==> src/design/ntd_pkg.sv <==
// Shared constants and codes for the nearest target direction block.
package ntd_pkg;

  localparam int MAX_TARGETS_DEF = 64;
  localparam int COORD_BITS_DEF  = 10;

  localparam int ACTION_W = 2;
  localparam int INDEX_W  = 6;
  localparam int DIR_W    = 3;
  localparam int COUNT_W  = 7;
  localparam int CFG_IDX_W = 2;

  localparam logic [ACTION_W-1:0] ACT_LOAD   = 2'd0;
  localparam logic [ACTION_W-1:0] ACT_LIVE   = 2'd1;
  localparam logic [ACTION_W-1:0] ACT_INIT   = 2'd2;
  localparam logic [ACTION_W-1:0] ACT_RECALC = 2'd3;

  localparam logic [DIR_W-1:0] HDG_NONE  = 3'd0;
  localparam logic [DIR_W-1:0] HDG_NORTH = 3'd1;
  localparam logic [DIR_W-1:0] HDG_SOUTH = 3'd2;
  localparam logic [DIR_W-1:0] HDG_EAST  = 3'd3;
  localparam logic [DIR_W-1:0] HDG_WEST  = 3'd4;

  localparam logic [CFG_IDX_W-1:0] REG_NODE_X       = 2'd0;
  localparam logic [CFG_IDX_W-1:0] REG_NODE_Y       = 2'd1;
  localparam logic [CFG_IDX_W-1:0] REG_TARGET_COUNT = 2'd2;

  // squared search limits: 99999^2 for the initial search, 9999^2 for recalc
  localparam int LIMIT_W = 34;
  localparam logic [LIMIT_W-1:0] INIT_LIMIT_SQ   = 34'd9999800001;
  localparam logic [LIMIT_W-1:0] RECALC_LIMIT_SQ = 34'd99980001;

endpackage

==> src/design/ntd_ram.sv <==
// Generic single-write, single-read RAM with registered read data.
module ntd_ram #(
  parameter int WIDTH = 8,
  parameter int DEPTH = 64
) (
  input  logic                                   clk,
  input  logic                                   we,
  input  logic [((DEPTH > 1) ? $clog2(DEPTH) : 1)-1:0] waddr,
  input  logic [WIDTH-1:0]                       wdata,
  input  logic [((DEPTH > 1) ? $clog2(DEPTH) : 1)-1:0] raddr,
  output logic [WIDTH-1:0]                       rdata
);

  logic [WIDTH-1:0] mem [DEPTH];

  always_ff @(posedge clk) begin
    if (we) begin
      mem[waddr] <= wdata;
    end
    rdata <= mem[raddr];
  end

endmodule

==> src/design/nearest_target_direction_core.sv <==
// Nearest target direction finder: target table, search sequencer and datapath.
//
// Usage: one item channel (item_valid/item_ready) carries actions, one result
// channel (result_valid/result_ready) returns found, nearest_index, direction.
// Load and set-live transactions leave the sequencer idle and give no result.
// Initial search and recalc walk the table one entry per cycle through the
// coordinate and distance RAM read ports. Once the walk has drained the
// three-stage distance pipeline (initial) or the one-stage pipeline (recalc),
// the sequencer passes its fetch and direction states and result_valid rises.
// A recalc while this node is itself a target skips the walk. item_ready is
// high only while the sequencer is idle and returns with the result, so a new
// search is not accepted before the last one has produced its result. A pending
// result does not block the next item, but a search that finishes while the
// previous result is still waiting holds until the receiver takes it. Config
// writes (cfg_write/cfg_index/cfg_data) take effect at once and belong to idle
// periods. Synchronous reset clears node_x/node_y/target_count, live, excl,
// result_valid and the sequencer; RAMs and result outputs are not cleared.
module nearest_target_direction_core #(
  parameter int MAX_TARGETS = ntd_pkg::MAX_TARGETS_DEF,
  parameter int COORD_BITS  = ntd_pkg::COORD_BITS_DEF
) (
  input  logic                                    clk,
  input  logic                                    rst,
  input  logic                                    cfg_write,
  input  logic [ntd_pkg::CFG_IDX_W-1:0]           cfg_index,
  input  logic [((COORD_BITS > 7) ? COORD_BITS : 7)-1:0] cfg_data,
  input  logic                                    item_valid,
  output logic                                    item_ready,
  input  logic [ntd_pkg::ACTION_W-1:0]            action,
  input  logic [ntd_pkg::INDEX_W-1:0]             entry_index,
  input  logic [COORD_BITS-1:0]                   target_x,
  input  logic [COORD_BITS-1:0]                   target_y,
  input  logic                                    is_live,
  input  logic                                    self_is_target,
  output logic                                    result_valid,
  input  logic                                    result_ready,
  output logic                                    found,
  output logic [ntd_pkg::INDEX_W-1:0]             nearest_index,
  output logic [ntd_pkg::DIR_W-1:0]               direction
);
  import ntd_pkg::*;

  localparam int IDX_W  = (MAX_TARGETS > 1) ? $clog2(MAX_TARGETS) : 1;
  localparam int CNT_W  = $clog2(MAX_TARGETS + 1);
  localparam int NW     = (CNT_W > COUNT_W) ? CNT_W : COUNT_W;
  localparam int SQ_W   = 2 * COORD_BITS;
  localparam int DW     = SQ_W + 1;
  localparam int BEST_W = (DW > LIMIT_W) ? DW : LIMIT_W;

  localparam logic [1:0] S_IDLE  = 2'd0;
  localparam logic [1:0] S_WALK  = 2'd1;
  localparam logic [1:0] S_FETCH = 2'd2;
  localparam logic [1:0] S_DIR   = 2'd3;

  logic [1:0]             state;
  logic [COORD_BITS-1:0]  node_x;
  logic [COORD_BITS-1:0]  node_y;
  logic [COUNT_W-1:0]     target_count;
  logic [MAX_TARGETS-1:0] live;
  logic [MAX_TARGETS-1:0] excl;
  logic [CNT_W-1:0]       cnt;
  logic                   r0_v, s1_v, s2_v;
  logic [IDX_W-1:0]       r0_idx, s1_idx, s2_idx;
  logic [COORD_BITS-1:0]  dx1, dy1;
  logic [SQ_W-1:0]        sq_x, sq_y;
  logic [BEST_W-1:0]      best;
  logic [IDX_W-1:0]       best_i;
  logic                   found_r;
  logic                   mode_init;

  logic                   acc;
  logic                   in_range;
  logic [IDX_W-1:0]       wr_idx;
  logic [NW-1:0]          n_used;
  logic                   issue;
  logic                   walk_done;
  logic                   out_free;
  logic [IDX_W-1:0]       rd_addr;
  logic [SQ_W-1:0]        xy_q;
  logic [DW-1:0]          dist_q;
  logic [DW-1:0]          sum;
  logic                   rec_hit, rec_take, rec_mark, ini_take;
  logic [COORD_BITS-1:0]  bx, by, r0x, r0y, adx, ady;
  logic [DIR_W-1:0]       dir_calc;

  function automatic logic [COORD_BITS-1:0] abs_diff(input logic [COORD_BITS-1:0] a,
                                                     input logic [COORD_BITS-1:0] b);
    abs_diff = (a >= b) ? (a - b) : (b - a);
  endfunction

  assign acc        = item_valid && item_ready;
  assign item_ready = (state == S_IDLE);
  assign in_range   = (32'(entry_index) < 32'(MAX_TARGETS));
  assign wr_idx     = IDX_W'(entry_index);
  assign n_used     = (NW'(target_count) > NW'(MAX_TARGETS)) ? NW'(MAX_TARGETS)
                                                             : NW'(target_count);
  assign issue      = (state == S_WALK) && (NW'(cnt) < n_used);
  assign walk_done  = (state == S_WALK) && !issue && !r0_v && !s1_v && !s2_v;
  assign out_free   = !result_valid || result_ready;
  assign rd_addr    = (state == S_WALK) ? cnt[IDX_W-1:0] : best_i;

  ntd_ram #(.WIDTH(SQ_W), .DEPTH(MAX_TARGETS)) u_xy_ram (
    .clk   (clk),
    .we    (acc && action == ACT_LOAD && in_range),
    .waddr (wr_idx),
    .wdata ({target_y, target_x}),
    .raddr (rd_addr),
    .rdata (xy_q)
  );

  ntd_ram #(.WIDTH(DW), .DEPTH(MAX_TARGETS)) u_dist_ram (
    .clk   (clk),
    .we    (s2_v),
    .waddr (s2_idx),
    .wdata (sum),
    .raddr (rd_addr),
    .rdata (dist_q)
  );

  assign r0x      = xy_q[COORD_BITS-1:0];
  assign r0y      = xy_q[SQ_W-1:COORD_BITS];
  assign sum      = DW'(sq_x) + DW'(sq_y);
  assign rec_hit  = r0_v && !mode_init && !excl[r0_idx] && (BEST_W'(dist_q) < best);
  assign rec_take = rec_hit && live[r0_idx];
  assign rec_mark = rec_hit && !live[r0_idx];
  assign ini_take = s2_v && (BEST_W'(sum) < best);

  assign bx  = r0x;
  assign by  = r0y;
  assign adx = abs_diff(node_x, bx);
  assign ady = abs_diff(node_y, by);

  always_comb begin
    if (!found_r || (mode_init && best == '0)) begin
      dir_calc = HDG_NONE;
    end else if (adx >= ady) begin
      dir_calc = (node_x < bx) ? HDG_EAST : HDG_WEST;
    end else begin
      dir_calc = (node_y < by) ? HDG_SOUTH : HDG_NORTH;
    end
  end

  always_ff @(posedge clk) begin
    if (rst) begin
      state        <= S_IDLE;
      node_x       <= '0;
      node_y       <= '0;
      target_count <= '0;
      live         <= '0;
      excl         <= '0;
      cnt          <= '0;
      r0_v         <= 1'b0;
      s1_v         <= 1'b0;
      s2_v         <= 1'b0;
      result_valid <= 1'b0;
    end else begin
      if (cfg_write) begin
        case (cfg_index)
          REG_NODE_X:       node_x       <= COORD_BITS'(cfg_data);
          REG_NODE_Y:       node_y       <= COORD_BITS'(cfg_data);
          REG_TARGET_COUNT: target_count <= COUNT_W'(cfg_data);
          default: ;
        endcase
      end

      r0_v <= issue;
      s1_v <= r0_v && mode_init;
      s2_v <= s1_v;
      if (issue) begin
        cnt <= cnt + 1'b1;
      end
      if (s2_v) begin
        excl[s2_idx] <= 1'b0;
      end
      if (rec_mark) begin
        excl[r0_idx] <= 1'b1;
      end

      if (state == S_DIR && out_free) begin
        result_valid <= 1'b1;
      end else if (result_valid && result_ready) begin
        result_valid <= 1'b0;
      end

      case (state)
        S_IDLE: begin
          if (acc) begin
            case (action)
              ACT_LIVE: begin
                if (in_range) begin
                  live[wr_idx] <= is_live;
                end
              end
              ACT_INIT: begin
                cnt   <= '0;
                state <= S_WALK;
              end
              ACT_RECALC: begin
                cnt   <= '0;
                state <= self_is_target ? S_DIR : S_WALK;
              end
              default: ;
            endcase
          end
        end
        S_WALK: begin
          if (walk_done) begin
            state <= S_FETCH;
          end
        end
        S_FETCH: begin
          state <= S_DIR;
        end
        S_DIR: begin
          if (out_free) begin
            state <= S_IDLE;
          end
        end
        default: state <= S_IDLE;
      endcase
    end
  end

  always_ff @(posedge clk) begin
    r0_idx <= cnt[IDX_W-1:0];
    s1_idx <= r0_idx;
    s2_idx <= s1_idx;
    dx1    <= abs_diff(node_x, r0x);
    dy1    <= abs_diff(node_y, r0y);
    sq_x   <= SQ_W'(dx1) * SQ_W'(dx1);
    sq_y   <= SQ_W'(dy1) * SQ_W'(dy1);

    if (acc && (action == ACT_INIT || action == ACT_RECALC)) begin
      mode_init <= (action == ACT_INIT);
      best      <= (action == ACT_INIT) ? BEST_W'(INIT_LIMIT_SQ) : BEST_W'(RECALC_LIMIT_SQ);
      best_i    <= '0;
      found_r   <= 1'b0;
    end else if (ini_take) begin
      best    <= BEST_W'(sum);
      best_i  <= s2_idx;
      found_r <= 1'b1;
    end else if (rec_take) begin
      best    <= BEST_W'(dist_q);
      best_i  <= r0_idx;
      found_r <= 1'b1;
    end

    if (state == S_DIR && out_free) begin
      found         <= found_r;
      nearest_index <= found_r ? INDEX_W'(best_i) : '0;
      direction     <= dir_calc;
    end
  end

endmodule

==> config.mk <==
export PLATFORM = sky130hd
export DESIGN_NAME = nearest_target_direction_core
export DESIGN_NICKNAME = d
export VERILOG_FILES = /design/src/design/ntd_pkg.sv /design/src/design/ntd_ram.sv /design/src/design/nearest_target_direction_core.sv
export SDC_FILE = /design/constraint.sdc
export NUM_CORES = 2
export LEC_CHECK = 0
export BUFFER_PORTS_ARGS = -buffer_cell sky130_fd_sc_hd__buf_4
export CORE_UTILIZATION = 50
export CTS_CLUSTER_DIAMETER = 100
export CTS_CLUSTER_SIZE = 12
export DETAILED_ROUTE_END_ITERATION = 8
export PLACE_DENSITY = 0.67
export SYNTH_ARGS = -nofsm -noshare
export SYNTH_HDL_FRONTEND = slang
export SYNTH_SLANG_ARGS = --single-unit
==> constraint.sdc <==
create_clock -name clk -period 6.75 [get_ports clk]
set_input_delay 1.35 -clock clk [delete_from_list [all_inputs] [get_ports clk]]
set_output_delay 1.35 -clock clk [all_outputs]
set_load 0.01 [all_outputs]
==> flow_metrics.py <==
metrics = {
    "worst_setup_path": {
        "critical_path_arrival_ps": 6440,
        "critical_path_buf_inv_count": 1,
        "crit_chain": "ha_1 > inv_1 > fa_1 > a211oi_1 > o21ai_0 > a31o_2 > o221a_2 > mux2_2 > o31ai_1 > nand2_1 > xnor2_1 > ha_1 > a2111oi_0 > o21ai_0 > o211ai_1 > nand2b_1 > a31oi_1",
        "crit_slowest_cell": "dfxtp_1",
        "critical-path-max-stage-delay_ps": 850,
        "cp_data_required_time_ps": 7460,
        "cp_max_fo": 15,
        "worstSetupEndpointType": "register",
        "critical-path-top-delay-family": "compound AO/OA/AOI/OAI gates",
        "start_kind": "register",
        "path_class": "reg2reg",
    },
    "sta": {
        "fin_tns_setup_ps": 0,
        "tightest_slew_ps": 1330,
        "finalCritPeriodShare_pct": 84.9,
        "max_freq_mhz": 175,
        "setup_viol": 0,
        "rsz0062_at_grt": "no",
        "hold_viol_final": 0,
        "fin_ws_ps": 1020,
        "slew_viol_final": 0,
        "fin_skew_ps": 101,
        "max_slew_margin_pct": 11.3,
        "finalCriticalPeriod_ps": 5730,
    },
    "synth": {
        "synth_cells": 6970,
        "syn_nets": 7330,
        "yosysWarnings": 0,
        "avgSynthCellArea_um2": 17.5,
        "netlist_area_um2": 122000,
        "synth_area_leaders": "edfxtp_1 65%, mux4_2 12%, dfxtp_1 4.8%",
        "synth-edff-count": 2659,
        "synth_top_area_cell": "edfxtp_1",
        "synth_cell_type_count": 88,
        "synth-main-ff-cell": "edfxtp_1",
        "ys_ff_latch": 2951,
        "yosysSeqAreaShare_pct": 70.2,
        "synth_top_area_share_pct": 65.4,
        "synthArstFlopShare_pct": 0,
    },
    "clock_tree": {
        "cts_buffers": 296,
        "tritoncts": "built",
        "cts_max_path_buffers": 4,
        "clk_pin_slew_ps": 70,
        "clk_latency_ps": 940,
        "htree_levels": 5,
        "cts_resized": 0,
        "clockRootBuffer": "clkbuf_16",
        "ctsHoldBuffers": 0,
        "clock-sinks": 2951,
        "post_cts_buffers": 0,
    },
    "floorplan": {
        "die_h_um": 496,
        "die_w_um": 496,
        "design.die.area_um2": 246000,
        "fp.coreArea_um2": 242000,
        "ios": 59,
        "start_util_pct": 50.5,
        "fp-row-count": 180,
    },
    "placement": {
        "place_ws_ps": 1170,
        "io_buffers": 58,
        "dp_hpwl_mm": 185,
        "routabilityCongestion": 0.867,
        "dp_cells": 10031,
    },
    "drt": {
        "wl_per_cell_um": 29.9,
        "first_iter_violations": 6946,
        "vias_per_cell": 6.28,
        "dr.pass1.iters": 6,
        "drt_wl_total_mm": 313,
        "ant_nets": 0,
        "post-route-drc-count": 0,
        "vias": 65768,
    },
    "power": {
        "pwr_density_cell_nw_per_um2": 536,
        "ir_worst_vdd_uv": 1790,
        "p_leak_uw": 0.0443,
    },
    "global_routing": {
        "grt_max_degree": 127,
        "grt_antenna_before_repair": 19,
        "grt_remaining_overflow": 0,
        "grt_pass1_wl_mm": 453,
        "grt_pass1_vias": 66363,
        "track_usage_pct": 25.5,
    },
    "layout": {
        "fillCellCount": 18213,
        "nets": 7504,
        "drive_gt1_share_pct": 20.0,
        "synthToLayoutAreaGrowth_pct": 11.2,
        "instances_no_fill": 10471,
        "layout_common_cells": "2,659 x edfxtp_1, 666 x mux4_2, 540 x nand2_1",
        "final_common_cell": "edfxtp_1",
    },
    "min_path": {
        "hold_path.class": "reg2reg",
    },
    "run_status": {
        "outcome": "complete, no violations",
    },
    "job": {
        "maxCapViolations": 0,
    },
}
## logic make-up (layout without fill, tap and decap cells)
| family | after synthesis | after routing | share of synthesized area, % |
|---|---|---|---|
| adders and majority gates | 313 | 313 | 3.81 |
| xor gates and xnor gates | 85 | 85 | 0.610 |
| DFF | 2951 | 2951 | 70.2 |
| other | 0 | 4 | 0 |
| AOI/OAI and AO/OA | 902 | 902 | 5.07 |
| buffers and inverters | 661 | 973 | 2.21 |
| and+or+nand+nor | 1293 | 1293 | 4.91 |
| muxes | 765 | 765 | 13.2 |
## state kept, by name (all words and copies together), names as in the netlist, 19 cells and up
name,cells
best,24
excl,64
live,64
sq_x,19
sq_y,19
u_dist_ram.mem,1344
u_dist_ram.rdata,21
u_xy_ram.mem,1280
u_xy_ram.rdata,20
## through the flow
step                      utilization [%]  hold WS [ps]  total power, µW  area (µm²)
after floorplan                         -           310            47400      122000
after detailed placement             52.8           312            58300      127000
after CTS                            56.1           326            73100      136000
after global routing                 56.1           324            76900      136000
final                                56.1           328            72700      136000
after global placement               52.8           311            57800      127000
## synthesized netlist by cell type, types with 102 or more instances
cell / number
a211oi_1: 222
a21oi_1: 214
and2_1: 226
clkbuf_1: 235
dfxtp_1: 292
edfxtp_1: 2659
ha_1: 215
inv_1: 269
mux4_2: 666
nand2_1: 540
nor2_1: 292
o21ai_0: 102
## report_power, final
group,internal [µW],switching [µW]
logic,11500,20300
registers,25500,619
clock network,8210,6490
total,45300,27400
## final cells by class
class                           instances  area (µm²)  share of cell area, %
Sequential cell                      2951       85700                   63.2
Multi-Input combinational cell       3358       34400                   25.4
Clock buffer                          430        8080                   5.96
Tap cell                             3185        3990                   2.94
Timing Repair Buffer                  265        2370                   1.75
Inverter                              272        1020                  0.753
Clock inverter                          6        75.1                 0.0553
Antenna cell                            4        10.0                0.00738
## per-layer routing
metal	vias to the layer above	GRT usage (%)	wire length [µm]
li1	27716	-	-
met1	34436	34.4	123000
met2	3029	42.0	153000
met3	581	4.36	25700
met4	6	9.07	11600
met5	-	0	39
## path summary, 6_finish.rpt
path | startpoint | endpoint | slack, ps | depth (start not counted)
hold / removal | s1_idx[1] | s2_idx[1] | 330 | 0
setup / recovery | u_xy_ram.rdata[0] | direction[0] | 1020 | 17
setup reg to reg | u_xy_ram.rdata[0] | direction[0] | 1020 | 17
hold reg to reg | s1_idx[1] | s2_idx[1] | 330 | 0
(Power assumes the default switching activity.)
